## src/design/md5_message_digest_unit_defines.svh

```systemverilog
// Assertion macros for the MD5 digest unit
`ifndef MD5_MESSAGE_DIGEST_UNIT_DEFINES_SVH
`define MD5_MESSAGE_DIGEST_UNIT_DEFINES_SVH
`ifndef SYNTHESIS
`define MD5_ASSERT(lbl, clk, rst_n, prop, msg) \
  lbl: assert property (@(posedge clk) disable iff (!rst_n) (prop)) else $error(msg);
`define MD5_ASSERT_NORST(lbl, clk, prop, msg) \
  lbl: assert property (@(posedge clk) (prop)) else $error(msg);
`else
`define MD5_ASSERT(lbl, clk, rst_n, prop, msg)
`define MD5_ASSERT_NORST(lbl, clk, prop, msg)
`endif
`endif

```

## src/design/md5_pkg.sv

```systemverilog
package md5_pkg;

  localparam logic [31:0] IV0 = 32'h67452301;
  localparam logic [31:0] IV1 = 32'hEFCDAB89;
  localparam logic [31:0] IV2 = 32'h98BADCFE;
  localparam logic [31:0] IV3 = 32'h10325476;
  localparam logic [7:0]  PAD_BYTE = 8'h80;
  localparam int unsigned BLOCK_BYTES = 64;

  // buffer write source select
  typedef enum logic [1:0] {
    WSEL_DATA = 2'd0,
    WSEL_PAD  = 2'd1,
    WSEL_ZERO = 2'd2,
    WSEL_LEN  = 2'd3
  } wsel_e;

  typedef struct packed {
    logic       buf_we;
    wsel_e      wsel;
    logic       cnt_inc;
    logic       ld_rnd;    // copy chaining words into working regs
    logic       rnd_en;    // run one step
    logic       fold;      // add working regs into chaining words
    logic       restart;
    logic       len_snap;  // capture bit count as length
    logic       dig_ld;    // load output register
  } md5_cmd_t;

  typedef struct packed {
    logic [5:0] pos;       // fill position of the buffer
  } md5_sts_t;

  function automatic logic [31:0] step_k(input logic [5:0] i);
    logic [31:0] k;
    case (i)
      6'd0: k = 32'hd76aa478; 6'd1: k = 32'he8c7b756; 6'd2: k = 32'h242070db;
      6'd3: k = 32'hc1bdceee; 6'd4: k = 32'hf57c0faf; 6'd5: k = 32'h4787c62a;
      6'd6: k = 32'ha8304613; 6'd7: k = 32'hfd469501; 6'd8: k = 32'h698098d8;
      6'd9: k = 32'h8b44f7af; 6'd10: k = 32'hffff5bb1; 6'd11: k = 32'h895cd7be;
      6'd12: k = 32'h6b901122; 6'd13: k = 32'hfd987193; 6'd14: k = 32'ha679438e;
      6'd15: k = 32'h49b40821; 6'd16: k = 32'hf61e2562; 6'd17: k = 32'hc040b340;
      6'd18: k = 32'h265e5a51; 6'd19: k = 32'he9b6c7aa; 6'd20: k = 32'hd62f105d;
      6'd21: k = 32'h02441453; 6'd22: k = 32'hd8a1e681; 6'd23: k = 32'he7d3fbc8;
      6'd24: k = 32'h21e1cde6; 6'd25: k = 32'hc33707d6; 6'd26: k = 32'hf4d50d87;
      6'd27: k = 32'h455a14ed; 6'd28: k = 32'ha9e3e905; 6'd29: k = 32'hfcefa3f8;
      6'd30: k = 32'h676f02d9; 6'd31: k = 32'h8d2a4c8a; 6'd32: k = 32'hfffa3942;
      6'd33: k = 32'h8771f681; 6'd34: k = 32'h6d9d6122; 6'd35: k = 32'hfde5380c;
      6'd36: k = 32'ha4beea44; 6'd37: k = 32'h4bdecfa9; 6'd38: k = 32'hf6bb4b60;
      6'd39: k = 32'hbebfbc70; 6'd40: k = 32'h289b7ec6; 6'd41: k = 32'heaa127fa;
      6'd42: k = 32'hd4ef3085; 6'd43: k = 32'h04881d05; 6'd44: k = 32'hd9d4d039;
      6'd45: k = 32'he6db99e5; 6'd46: k = 32'h1fa27cf8; 6'd47: k = 32'hc4ac5665;
      6'd48: k = 32'hf4292244; 6'd49: k = 32'h432aff97; 6'd50: k = 32'hab9423a7;
      6'd51: k = 32'hfc93a039; 6'd52: k = 32'h655b59c3; 6'd53: k = 32'h8f0ccc92;
      6'd54: k = 32'hffeff47d; 6'd55: k = 32'h85845dd1; 6'd56: k = 32'h6fa87e4f;
      6'd57: k = 32'hfe2ce6e0; 6'd58: k = 32'ha3014314; 6'd59: k = 32'h4e0811a1;
      6'd60: k = 32'hf7537e82; 6'd61: k = 32'hbd3af235; 6'd62: k = 32'h2ad7d2bb;
      default: k = 32'heb86d391;
    endcase
    return k;
  endfunction

  function automatic logic [4:0] rot_s(input logic [5:0] i);
    logic [4:0] s;
    case ({i[5:4], i[1:0]})
      4'd0: s = 5'd7;  4'd1: s = 5'd12; 4'd2: s = 5'd17; 4'd3: s = 5'd22;
      4'd4: s = 5'd5;  4'd5: s = 5'd9;  4'd6: s = 5'd14; 4'd7: s = 5'd20;
      4'd8: s = 5'd4;  4'd9: s = 5'd11; 4'd10: s = 5'd16; 4'd11: s = 5'd23;
      4'd12: s = 5'd6; 4'd13: s = 5'd10; 4'd14: s = 5'd15; default: s = 5'd21;
    endcase
    return s;
  endfunction

  // message word index used by step i
  function automatic logic [3:0] word_g(input logic [5:0] i);
    logic [3:0] g;
    case (i[5:4])
      2'd0: g = i[3:0];
      2'd1: g = 4'(5 * i[3:0] + 1);
      2'd2: g = 4'(3 * i[3:0] + 5);
      default: g = 4'(7 * i[3:0]);
    endcase
    return g;
  endfunction

endpackage

```

## src/design/md5_if.sv

```systemverilog
interface md5_in_if;
  logic       valid;
  logic       ready;
  logic [7:0] data_byte;
  logic       byte_present;
  logic       last_byte;
  modport source (output valid, data_byte, byte_present, last_byte, input ready);
  modport sink (input valid, data_byte, byte_present, last_byte, output ready);
endinterface

interface md5_out_if;
  logic        valid;
  logic        ready;
  logic [63:0] digest_low;
  logic [63:0] digest_high;
  modport source (output valid, digest_low, digest_high, input ready);
  modport sink (input valid, digest_low, digest_high, output ready);
endinterface

```

## src/design/md5_datapath.sv

```systemverilog
module md5_datapath
  import md5_pkg::*;
(
  input  logic        clk_i,
  input  logic        rst_ni,
  input  md5_cmd_t    cmd_i,
  input  logic [5:0]  step_i,
  input  logic [7:0]  data_i,
  output md5_sts_t    sts_o,
  output logic [63:0] dig_low_o,
  output logic [63:0] dig_high_o
);

  // 16 words, one write port (byte lanes), one read port
  logic [31:0] mem_q [16];
  logic [63:0] cnt_q, len_q;
  logic [31:0] h_q [4];
  logic [31:0] a_q, b_q, c_q, d_q;
  logic [31:0] w_q;
  logic [63:0] dl_q, dh_q;
  logic [7:0]  wbyte;
  logic [5:0]  pos;
  logic [31:0] f, sum, rot;
  logic [5:0]  rd_step;

  assign pos = cnt_q[8:3];
  assign sts_o.pos = pos;

  always_comb begin
    case (cmd_i.wsel)
      WSEL_DATA: wbyte = data_i;
      WSEL_PAD:  wbyte = PAD_BYTE;
      WSEL_ZERO: wbyte = '0;
      WSEL_LEN:  wbyte = len_q[{pos[2:0], 3'b000} +: 8];
      default:   wbyte = '0;
    endcase
  end

  always_ff @(posedge clk_i) begin
    if (cmd_i.buf_we) begin
      mem_q[pos[5:2]][{pos[1:0], 3'b000} +: 8] <= wbyte;
    end
  end

  // word for the next step is registered while the current step runs
  assign rd_step = cmd_i.ld_rnd ? 6'd0 : 6'(step_i + 6'd1);
  always_ff @(posedge clk_i) begin
    w_q <= mem_q[word_g(rd_step)];
  end

  always_comb begin
    case (step_i[5:4])
      2'd0:    f = (b_q & c_q) | (~b_q & d_q);
      2'd1:    f = (b_q & d_q) | (c_q & ~d_q);
      2'd2:    f = b_q ^ c_q ^ d_q;
      default: f = c_q ^ (b_q | ~d_q);
    endcase
    sum = a_q + f + step_k(step_i) + w_q;
    rot = (sum << rot_s(step_i)) | (sum >> (6'd32 - {1'b0, rot_s(step_i)}));
  end

  always_ff @(posedge clk_i or negedge rst_ni) begin
    if (!rst_ni) begin
      cnt_q <= '0;
      h_q[0] <= IV0;
      h_q[1] <= IV1;
      h_q[2] <= IV2;
      h_q[3] <= IV3;
    end else begin
      if (cmd_i.restart) begin
        cnt_q <= '0;
        h_q[0] <= IV0;
        h_q[1] <= IV1;
        h_q[2] <= IV2;
        h_q[3] <= IV3;
      end else begin
        if (cmd_i.cnt_inc) cnt_q <= cnt_q + 64'd8;
        else if (cmd_i.buf_we) cnt_q <= {cnt_q[63:9], pos + 6'd1, 3'b000};
        if (cmd_i.fold) begin
          h_q[0] <= h_q[0] + a_q;
          h_q[1] <= h_q[1] + b_q;
          h_q[2] <= h_q[2] + c_q;
          h_q[3] <= h_q[3] + d_q;
        end
      end
    end
  end

  always_ff @(posedge clk_i) begin
    if (cmd_i.len_snap) len_q <= cnt_q;
    if (cmd_i.ld_rnd) begin
      a_q <= h_q[0]; b_q <= h_q[1]; c_q <= h_q[2]; d_q <= h_q[3];
    end else if (cmd_i.rnd_en) begin
      a_q <= d_q; d_q <= c_q; c_q <= b_q; b_q <= b_q + rot;
    end
    if (cmd_i.dig_ld) begin
      dl_q <= {h_q[1], h_q[0]};
      dh_q <= {h_q[3], h_q[2]};
    end
  end

  assign dig_low_o  = dl_q;
  assign dig_high_o = dh_q;

endmodule

```

## src/design/md5_ctrl.sv

```systemverilog
module md5_ctrl
  import md5_pkg::*;
(
  input  logic       clk_i,
  input  logic       rst_ni,
  input  logic       in_valid_i,
  input  logic       byte_present_i,
  input  logic       last_byte_i,
  output logic       in_ready_o,
  output logic       out_valid_o,
  input  logic       out_ready_i,
  input  md5_sts_t   sts_i,
  output md5_cmd_t   cmd_o,
  output logic [5:0] step_o
);

  typedef enum logic [2:0] {
    S_IDLE, S_LOAD, S_RUN, S_FOLD, S_PAD, S_FILL, S_EMIT
  } state_e;

  state_e     state_q;
  logic [5:0] step_q;
  logic       fin_q;   // finishing a message
  logic       lenp_q;  // length already written for this compression
  logic       padp_q;  // pad byte still to be written
  logic       zonly_q; // pad left no room for the length in this block
  logic       ov_q;
  logic       acc;

  assign in_ready_o  = (state_q == S_IDLE) && !ov_q;
  assign out_valid_o = ov_q;
  assign step_o      = step_q;
  assign acc         = in_valid_i && in_ready_o;

  always_comb begin
    cmd_o = '0;
    cmd_o.wsel = WSEL_DATA;
    case (state_q)
      S_IDLE: if (acc && byte_present_i) begin
        cmd_o.buf_we = 1'b1;
        cmd_o.cnt_inc = 1'b1;
      end else if (acc && last_byte_i) cmd_o.len_snap = 1'b1;
      S_LOAD: cmd_o.ld_rnd = 1'b1;
      S_RUN:  cmd_o.rnd_en = 1'b1;
      S_FOLD: cmd_o.fold = 1'b1;
      S_PAD: begin
        cmd_o.buf_we = 1'b1;
        cmd_o.wsel = WSEL_PAD;
        cmd_o.len_snap = 1'b1;
      end
      S_FILL: begin
        cmd_o.buf_we = 1'b1;
        cmd_o.wsel = (!lenp_q && !zonly_q && sts_i.pos >= 6'd56) ? WSEL_LEN : WSEL_ZERO;
      end
      S_EMIT: begin
        cmd_o.dig_ld = 1'b1;
        cmd_o.restart = 1'b1;
      end
      default: ;
    endcase
  end

  always_ff @(posedge clk_i or negedge rst_ni) begin
    if (!rst_ni) begin
      state_q <= S_IDLE;
      step_q <= '0;
      fin_q <= 1'b0;
      lenp_q <= 1'b0;
      padp_q <= 1'b0;
      zonly_q <= 1'b0;
      ov_q <= 1'b0;
    end else begin
      if (ov_q && out_ready_i) ov_q <= 1'b0;
      case (state_q)
        S_IDLE: if (acc) begin
          fin_q <= last_byte_i;
          lenp_q <= 1'b0;
          padp_q <= last_byte_i;
          if (byte_present_i && sts_i.pos == 6'd63) state_q <= S_LOAD;
          else if (last_byte_i) state_q <= S_PAD;
        end
        S_LOAD: begin
          step_q <= '0;
          zonly_q <= 1'b0;
          state_q <= S_RUN;
        end
        S_RUN: begin
          step_q <= step_q + 6'd1;
          if (step_q == 6'd63) state_q <= S_FOLD;
        end
        S_FOLD: begin
          if (!fin_q) state_q <= S_IDLE;
          else if (lenp_q) state_q <= S_EMIT;
          else if (padp_q) state_q <= S_PAD;
          else state_q <= S_FILL;
        end
        S_PAD: begin
          padp_q <= 1'b0;
          zonly_q <= (sts_i.pos >= 6'd56);
          state_q <= (sts_i.pos == 6'd63) ? S_LOAD : S_FILL;
        end
        S_FILL: begin
          if (!lenp_q && !zonly_q && sts_i.pos >= 6'd56) begin
            if (sts_i.pos == 6'd63) begin
              lenp_q <= 1'b1;
              state_q <= S_LOAD;
            end
          end else if (sts_i.pos == 6'd63) state_q <= S_LOAD;
        end
        S_EMIT: begin
          ov_q <= 1'b1;
          fin_q <= 1'b0;
          state_q <= S_IDLE;
        end
        default: state_q <= S_IDLE;
      endcase
    end
  end

endmodule

```

## src/design/md5_message_digest_unit.sv

```systemverilog
// MD5 digest unit, one message byte per transaction.
// A byte that does not fill the block is simply stored; a full block adds
// the load, the 64-step compression loop (one step a cycle) and the fold.
// Finish: pad/zero/length written one byte a cycle, plus one or two
// compressions, then the digest is registered. Async active-low reset
// restores the initial chaining words and clears the bit count.
`include "md5_message_digest_unit_defines.svh"
module md5_message_digest_unit
  import md5_pkg::*;
(
  input logic clk_i,
  input logic rst_ni,
  md5_in_if.sink    in_if,
  md5_out_if.source out_if
);

  md5_cmd_t   cmd;
  md5_sts_t   sts;
  logic [5:0] step;

  md5_ctrl u_ctrl (
    .clk_i, .rst_ni,
    .in_valid_i     (in_if.valid),
    .byte_present_i (in_if.byte_present),
    .last_byte_i    (in_if.last_byte),
    .in_ready_o     (in_if.ready),
    .out_valid_o    (out_if.valid),
    .out_ready_i    (out_if.ready),
    .sts_i          (sts),
    .cmd_o          (cmd),
    .step_o         (step)
  );

  md5_datapath u_dp (
    .clk_i, .rst_ni,
    .cmd_i      (cmd),
    .step_i     (step),
    .data_i     (in_if.data_byte),
    .sts_o      (sts),
    .dig_low_o  (out_if.digest_low),
    .dig_high_o (out_if.digest_high)
  );

  `MD5_ASSERT(a_no_ready_when_out, clk_i, rst_ni, out_if.valid |-> !in_if.ready, "ready while result pending")
  `MD5_ASSERT(a_fold_after_run, clk_i, rst_ni, cmd.fold |-> $past(cmd.rnd_en), "fold without steps")
  `MD5_ASSERT(a_one_action, clk_i, rst_ni, $onehot0({cmd.ld_rnd, cmd.rnd_en, cmd.fold, cmd.buf_we}), "conflicting commands")

endmodule

```

## src/flat_wrapper.sv

```systemverilog
// flat-port wrapper written by rule: the top's interface ports become plain ports
module md5_message_digest_unit_flat import md5_pkg::*;
  (clk_i, rst_ni, in_if_valid, in_if_data_byte, in_if_byte_present, in_if_last_byte, in_if_ready, out_if_valid, out_if_digest_low, out_if_digest_high, out_if_ready);
  md5_in_if in_if_i ();
  md5_out_if out_if_i ();
  input logic clk_i;
  input logic rst_ni;
  input wire logic [$bits(in_if_i.valid)-1:0] in_if_valid;
  input wire logic [$bits(in_if_i.data_byte)-1:0] in_if_data_byte;
  input wire logic [$bits(in_if_i.byte_present)-1:0] in_if_byte_present;
  input wire logic [$bits(in_if_i.last_byte)-1:0] in_if_last_byte;
  output wire logic [$bits(in_if_i.ready)-1:0] in_if_ready;
  output wire logic [$bits(out_if_i.valid)-1:0] out_if_valid;
  output wire logic [$bits(out_if_i.digest_low)-1:0] out_if_digest_low;
  output wire logic [$bits(out_if_i.digest_high)-1:0] out_if_digest_high;
  input wire logic [$bits(out_if_i.ready)-1:0] out_if_ready;
  assign in_if_i.valid = in_if_valid;
  assign in_if_i.data_byte = in_if_data_byte;
  assign in_if_i.byte_present = in_if_byte_present;
  assign in_if_i.last_byte = in_if_last_byte;
  assign in_if_ready = in_if_i.ready;
  assign out_if_valid = out_if_i.valid;
  assign out_if_digest_low = out_if_i.digest_low;
  assign out_if_digest_high = out_if_i.digest_high;
  assign out_if_i.ready = out_if_ready;
  md5_message_digest_unit u_core (.clk_i(clk_i), .rst_ni(rst_ni), .in_if(in_if_i), .out_if(out_if_i));
endmodule
```

## config.mk

```make
export PLATFORM = sky130hd
export DESIGN_NAME = md5_message_digest_unit_flat
export DESIGN_NICKNAME = d
export VERILOG_FILES = /design/src/design/md5_pkg.sv /design/src/design/md5_if.sv /design/src/design/md5_datapath.sv /design/src/design/md5_ctrl.sv /design/src/design/md5_message_digest_unit.sv /design/src/flat_wrapper.sv
export VERILOG_INCLUDE_DIRS = /design/src /design/src/design
export SDC_FILE = /design/constraint.sdc
export NUM_CORES = 2
export LEC_CHECK = 0
export BUFFER_PORTS_ARGS = -buffer_cell sky130_fd_sc_hd__clkbuf_2
export CAP_MARGIN = 0
export CORE_AREA = 10 10 461 463
export DETAILED_ROUTE_END_ITERATION = 6
export DIE_AREA = 0 0 471 473
export PLACE_DENSITY = 0.41
export REMOVE_ABC_BUFFERS = 1
export SLEW_MARGIN = 20
export SYNTH_ARGS = -nofsm -noshare
export SYNTH_HDL_FRONTEND = slang
export SYNTH_SLANG_ARGS = --single-unit
```

## constraint.sdc

```tcl
create_clock -name clk_i -period 14.2 [get_ports clk_i]
set_input_delay 1.42 -clock clk_i [delete_from_list [all_inputs] [get_ports clk_i]]
set_output_delay 1.42 -clock clk_i [all_outputs]
set_load 0.005 [all_outputs]
```

Word-level counts from Yosys, hierarchy flattened --
Memories as Yosys holds them, arrays and structs flattened. A register that Yosys moved wholly into a read port is not among the register bits. Index checks and enable logic that the tools add are counted.
Operators by class: $add $sub $neg 15, multiply operators 3, $lt $le $gt $ge 1, equal/unequal tests 20, shifts and indexed selects 5, multiplexer cells 52, bitwise gates (word level) 13, reductions and logical operators 30
Operators by type and width (number):
- 32-bit 2-to-1 mux | 9
- 32-bit adder | 8
- 128-bit 2-to-1 mux | 2
- 32-bit bitwise AND | 4
- 64-bit 2-to-1 mux | 2
- 32-bit OR | 4
- 32-bit one-hot mux with 3 select lines | 1
- 32-bit bitwise XOR | 3
- 64-bit by 4-bit adder with 64-bit output, second input constant | 1
- 32-bit NOT | 2
- 64-bit by 7-bit variable part select with 8-bit output | 1
- 8-bit one-hot mux with 4 select lines | 1
- 8-bit by 7-bit variable shift with 32-bit output, first input constant | 1
- 8-bit by 7-bit variable part select with 32-bit output | 1
- 32-bit by 5-bit << shifter with 32-bit output | 1
- 32-bit by 6-bit >> shifter with 32-bit output | 1
- 3-bit 2-to-1 mux | 7
- 3-bit one-hot mux with 6 select lines | 1
- 2-bit nonzero test | 9
- 1-bit 2-to-1 mux | 17
- 6-bit by 1-bit adder with 6-bit output, second input constant | 2
- 6-bit == test, second input constant | 2
- 1-bit one-hot mux with 2 select lines | 6
- 4-bit one-hot mux with 3 select lines | 1
- other kinds (27) | 52
Word-level totals: register bits 526, RAM bits 512, ROM bits 2208, bits of input ports 14, memories 4
Memories:
- (name not given) | depth 64, bits a word 32, rd ports 1, clocked after memory_dff 0, write ports 0, RTL line md5_pkg.sv:36 | case (i)
- u_core.u_dp.mem_q | depth 16, bits a word 32, rd ports 1, clocked after memory_dff 1, write ports 1, RTL line md5_datapath.sv:15 | logic [31:0] mem_q [16];
- (name not given) | depth 16, bits a word 5, rd ports 1, clocked after memory_dff 0, write ports 0, RTL line md5_pkg.sv:65 | case ({i[5:4], i[1:0]})
- (name not given) | depth 16, bits a word 5, rd ports 1, clocked after memory_dff 0, write ports 0, RTL line md5_pkg.sv:65

Logic depth before layout (Yosys ltp) --
depth after elaboration 12, depth in mapped cells 43, gate-level depth less buffers 38

By module --
A second synthesis with hierarchy kept.
Unflattened totals: cells, all modules 5276, area, all modules 60644.4 sq um
Modules (own cells, without submodules):
- md5_datapath | times used 1, cells an instance 5177, area each 59749.8 sq um, sequential area each 30344.1 sq um
- md5_ctrl | times used 1, cells an instance 99, area each 894.6 sq um, sequential area each 350.3 sq um

Worst setup path after synthesis --
OpenSTA, ideal clock, no wires.
path type register -> register, from reg u_core.u_ctrl.step_q[4] (netlist: u_core.u_ctrl.step_o[4]), to reg u_core.u_dp.b_q[31] (data pin), arrival time 8798 ps, slack 5258 ps, cell stages (with the launch flop) 38, path buffers 6, path through dfrtp_1 > buf_2 > buf_2 > clkbuf_1 > clkbuf_1 > clkbuf_1 > clkbuf_1 > xnor2_1 > o211ai_1 > o211ai_1 > fa_1 > fa_1 > inv_1 > ha_1 > a21o_1 > or4_4 > o22a_4 > nor2_2 > [... 2 more ...] > a31oi_2 > mux2_1 > mux2i_1 > mux2_4 > a221o_1 > ha_1 > o21a_1 > o21a_1 > o21a_1 > o211a_1 > a21o_1 > a221o_1 > nand2_1 > o31ai_1 > o41a_1 > a211oi_2 > xor3_1 > o21ai_1
On the way: longest elaborated chain between the ends 10, elaborated cells on any way between the ends 17
RTL lines:
- start, declared | RTL line md5_ctrl.sv:22 | logic [5:0] step_q;
- start signal, assigned | RTL line md5_ctrl.sv:88 | step_q <= step_q + 6'd1;
- 2-bit == test (tied with other cells) | RTL line md5_datapath.sv:52 | case (step_i[5:4])
- 32-bit one-hot mux with 3 select lines | RTL line md5_datapath.sv:52
- 32-bit adder (3 in series) | RTL line md5_datapath.sv:58 | sum = a_q + f + step_k(step_i) + w_q;
- 32-bit by 6-bit >> shifter with 32-bit output / 32-bit by 5-bit << shifter with 32-bit output (equally long branches) | RTL line md5_datapath.sv:59 | rot = (sum << rot_s(step_i)) | (sum >> (6'd32 - {1'b0, rot_s(step_i)}));
- 32-bit OR (*) | RTL line md5_datapath.sv:59
- 32-bit adder (*) | RTL line md5_datapath.sv:94 | a_q <= d_q; d_q <= c_q; c_q <= b_q; b_q <= b_q + rot;
- 32-bit 2-to-1 mux (*) | RTL line md5_datapath.sv:93 | end else if (cmd_i.rnd_en) begin
- 32-bit 2-to-1 mux (*) | RTL line md5_datapath.sv:91 | if (cmd_i.ld_rnd) begin
- end signal, assigned | RTL line md5_datapath.sv:92 | a_q <= h_q[0]; b_q <= h_q[1]; c_q <= h_q[2]; d_q <= h_q[3];
- end signal, assigned | RTL line md5_datapath.sv:94
- end, declared | RTL line md5_datapath.sv:18 | logic [31:0] a_q, b_q, c_q, d_q;
Every way passes the cells marked *; elsewhere a longest branch is shown, timed or not. The select of a mux whose other input is x is not followed. A chain may end at the register's enable or synchronous reset.

Final worst setup path --
from reg u_core.u_ctrl.step_q[0] (netlist: u_core.u_ctrl.step_o[0]), to reg u_core.u_dp.b_q[31] (data pin)
On the way: longest elaborated chain between the ends 8, elaborated cells on any way between the ends 12
RTL lines (RTL line):
- memory 64 x 32 bit
- 32-bit adder (2 in series) | md5_datapath.sv:58
- 32-bit by 6-bit >> shifter with 32-bit output / 32-bit by 5-bit << shifter with 32-bit output (equally long branches) | md5_datapath.sv:59
- 32-bit OR (*) | md5_datapath.sv:59
- 32-bit adder (*) | md5_datapath.sv:94
- 32-bit 2-to-1 mux (*) | md5_datapath.sv:93
- 32-bit 2-to-1 mux (*) | md5_datapath.sv:91
Marked as above.

==> results.cfg <==
[run_status]
status = complete, no violations

[detailed_routing]
drc = 0
antenna_left = 0
drt_iter0_markers = 3245
via_per_inst = 5.27
drtPass1Iterations = 6
vias = 46200
wl_per_cell_um = 24.8
totalWireLength_mm = 218

[critical_path]
crit_fanout = 25
path_buf_inv = 3
crit_path_start = u_core.u_ctrl.step_o[0]
cp.required_ns = 14.82
reg2reg_from = u_core.u_ctrl.step_o[0]
worstSetupPathType = reg -> reg
slowest_stage = ha_1
cpPeakStageDelay_ns = 1.03
arrival_ns = 11.22
end_kind = flop
crit_family = compound AO/OA/AOI/OAI gates
cp-start-kind = flop
regToRegSetupSlack_ns = 3.59

[global_routing]
grt_pass1_wl_mm = 319
grt_util_all_layers_pct = 18.9
grt_start_max_net_pins = 126
grt_pass1_vias = 45600
overflow = 0
grt_antenna_before_repair = 7

[synth]
yosys-top-cells-area = edfxtp_1 41%, nand2_1 6.0%, dfrtp_1 5.7%
synthTopCellsByCount = 973 x nand2_1, 829 x edfxtp_1, 444 x nor2_1
synth_top_area_share_pct = 41.0
synth.most_common_cell = nand2_1
syn_avg_cell_area_um2 = 10.2
postSynthCellCount = 5938
synth_area_mm2 = 0.0607
synth_adder_area_share_pct = 7.13
synthArstFlopShare_pct = 19.1
synth_mux_area_share_pct = 2.58
synth_xor_area_share_pct = 3.93
synth_edf_count = 829
ys.flop_type = edfxtp_1
yosys.area.top_type = edfxtp_1
synth_top_family_by_area = compound AO/OA/AOI/OAI gates
synthSimpleGateAreaFrac_pct = 14.8
synth_compound_area_share_pct = 17.5
seq_area_frac_synth_pct = 50.5
synth_seq_cells = 1064
yosys.cell_types.count = 120
ys_warn_count = 0

[sta]
relSlewSlack_pct = 11.7
max_clock_freq_mhz = 94.3
setup_viol_count_final = 0
finalCritPeriodShare_pct = 74.7
fin_tns_setup_ns = 0
period_needed_ns = 10.61
fin_skew_ns = 0.0446
hold_viol = 0
slew_violations = 0
tightestPinTransition_ns = 1.33
rsz0062_at_grt = no

[floorplan]
core_region_area_mm2 = 0.204
die_area_mm2 = 0.223
start_util_pct = 29.8
placementRows = 166
io_pins = 144
die_x_um = 471
die_h_um = 473

[hold_path]
min_from = u_core.u_dp.h_q[127]
holdCritPathClass = reg -> reg

[power]
ir_worst_vdd_v = 0.000113
p_leak_uw = 0.0247
p_per_area_mw_per_mm2 = 98.2

[layout]
nNetsFinal = 6295
finish.utilization_pct = 33.8
nFillCells = 20800
area_delta_synth_final_pct = 13.2
drive_gt1_share_pct = 11.4

[clock_network]
cts-root-buf = clkbuf_16
post_cts_buffers = 0
cts_inserted_buffers = 133
htreeDepth = 4
postCtsHoldBufs = 0
clk_pin_slew_ns = 0.06
clock_latency_ns = 0.80
cts_tree = yes
post_cts_resized = 0
cts.sinks = 1064
cts.path.max_buffers = 3

[placement]
gp_routability_congestion = 0.912
dp_hpwl_mm = 153
placement.io_buffers = 143

[run]
max_cap_viol_count = 0
==> area by class of cell <==
cell class | instances | area [um^2] | area share, %
Antenna cell | 1 | 2.50 | 0.00364
Clock buffer | 188 | 3760 | 5.47
Clock inverter | 55 | 637 | 0.926
Inverter | 206 | 781 | 1.14
Multi-Input combinational cell | 4335 | 28100 | 40.8
Sequential cell | 1064 | 30700 | 44.7
Tap cell | 2688 | 3360 | 4.89
Timing Repair Buffer | 238 | 1450 | 2.11
==> through the flow <==
step	cells	setup WS (ns)	cell area, um^2	hold slack, ns	total power, uW
after global placement	8531	3.65	64300	0.461	3400
final	8775	3.59	68800	0.471	6750
after global routing	8774	2.92	68800	0.499	6970
after floorplan	5605	-8.18	59300	0.425	3380
after CTS	8774	3.57	68700	0.486	6850
after detailed placement	8531	3.64	64300	0.470	3400
==> cells in the final DEF, fill, tap and decap left out, drive strengths merged, types with 64 or more instances in the layout <==
| cell | count |
|---|---|
| a211oi | 209 |
| a21o | 85 |
| a21oi | 404 |
| a311oi | 70 |
| a31oi | 95 |
| and2 | 152 |
| buf | 96 |
| clkbuf | 330 |
| dfrtp | 139 |
| dfstp | 64 |
| edfxtp | 829 |
| fa | 72 |
| ha | 231 |
| inv | 210 |
| mux2i | 69 |
| nand2 | 975 |
| nand3 | 131 |
| nor2 | 451 |
| nor3 | 74 |
| o211ai | 121 |
| o21ai | 346 |
| xnor2 | 143 |
| xor2 | 124 |
==> report_power, final <==
| part | internal (uW) | switching [uW] | leakage [uW] |
|---|---|---|---|
| Clock | 1970 | 1440 | 0.00213 |
| Combinational | 2.30 | 16.5 | 0.0136 |
| Sequential | 3320 | 0.0000000000000233 | 0.00898 |
==> worst reg2reg max path: cells and delay by family (launching register included) <==
| kind | cells | cell delay (ns) |
|---|---|---|
| flops | 1 | 0.32 |
| buf+inv | 3 | 0.90 |
| xor+xnor | 1 | 0.33 |
| fa+ha+maj | 4 | 2.02 |
| mux | 3 | 1.01 |
| compound gates | 17 | 3.70 |
| simple gates | 7 | 2.14 |
==> worst paths after layout <==
kind	to	depth (start not counted)
worst max-delay path	u_core.u_dp.b_q[31]	35
worst min-delay path	u_core.u_dp.dig_low_o[31]	0
worst max register to register	u_core.u_dp.b_q[31]	35
worst min register to register	u_core.u_dp.dig_low_o[31]	0
max in group asynchronous	u_core.u_ctrl.step_o[5]	3
min in group asynchronous	u_core.u_dp.h_q[68]	1
==> cell families after synthesis <==
kind of cell / Yosys count
adders and majority gates: 303
and+or+nand+nor: 2027
buffers and inverters: 539
DFF: 1064
muxes: 119
AOI/OAI and AO/OA: 1618
xor gates and xnor gates: 268
==> routing by layer <==
metal / part of all wire [%] / track usage (%)
met2: 47 / 31.5
met1: 45 / 25.0
met5: 0 / 0
met3: 4.1 / 2.70
met4: 3.9 / 6.89
==> sequential cells by signal (all words and copies together) (netlist names), 3 cells and up <==
signal,cells
u_core.u_dp.cnt_q,61
u_core.u_dp.dig_low_o,64
u_core.u_dp.a_q,32
u_core.u_dp.b_q,32
u_core.u_dp.w_q,32
u_core.u_dp.d_q,32
u_core.u_dp.mem_q,512
u_core.u_dp.len_q,61
u_core.u_dp.dig_high_o,64
u_core.u_ctrl.state_q,3
u_core.u_dp.h_q,128
u_core.u_ctrl.step_o,6
u_core.u_dp.c_q,32
(Power assumes the default switching activity.)
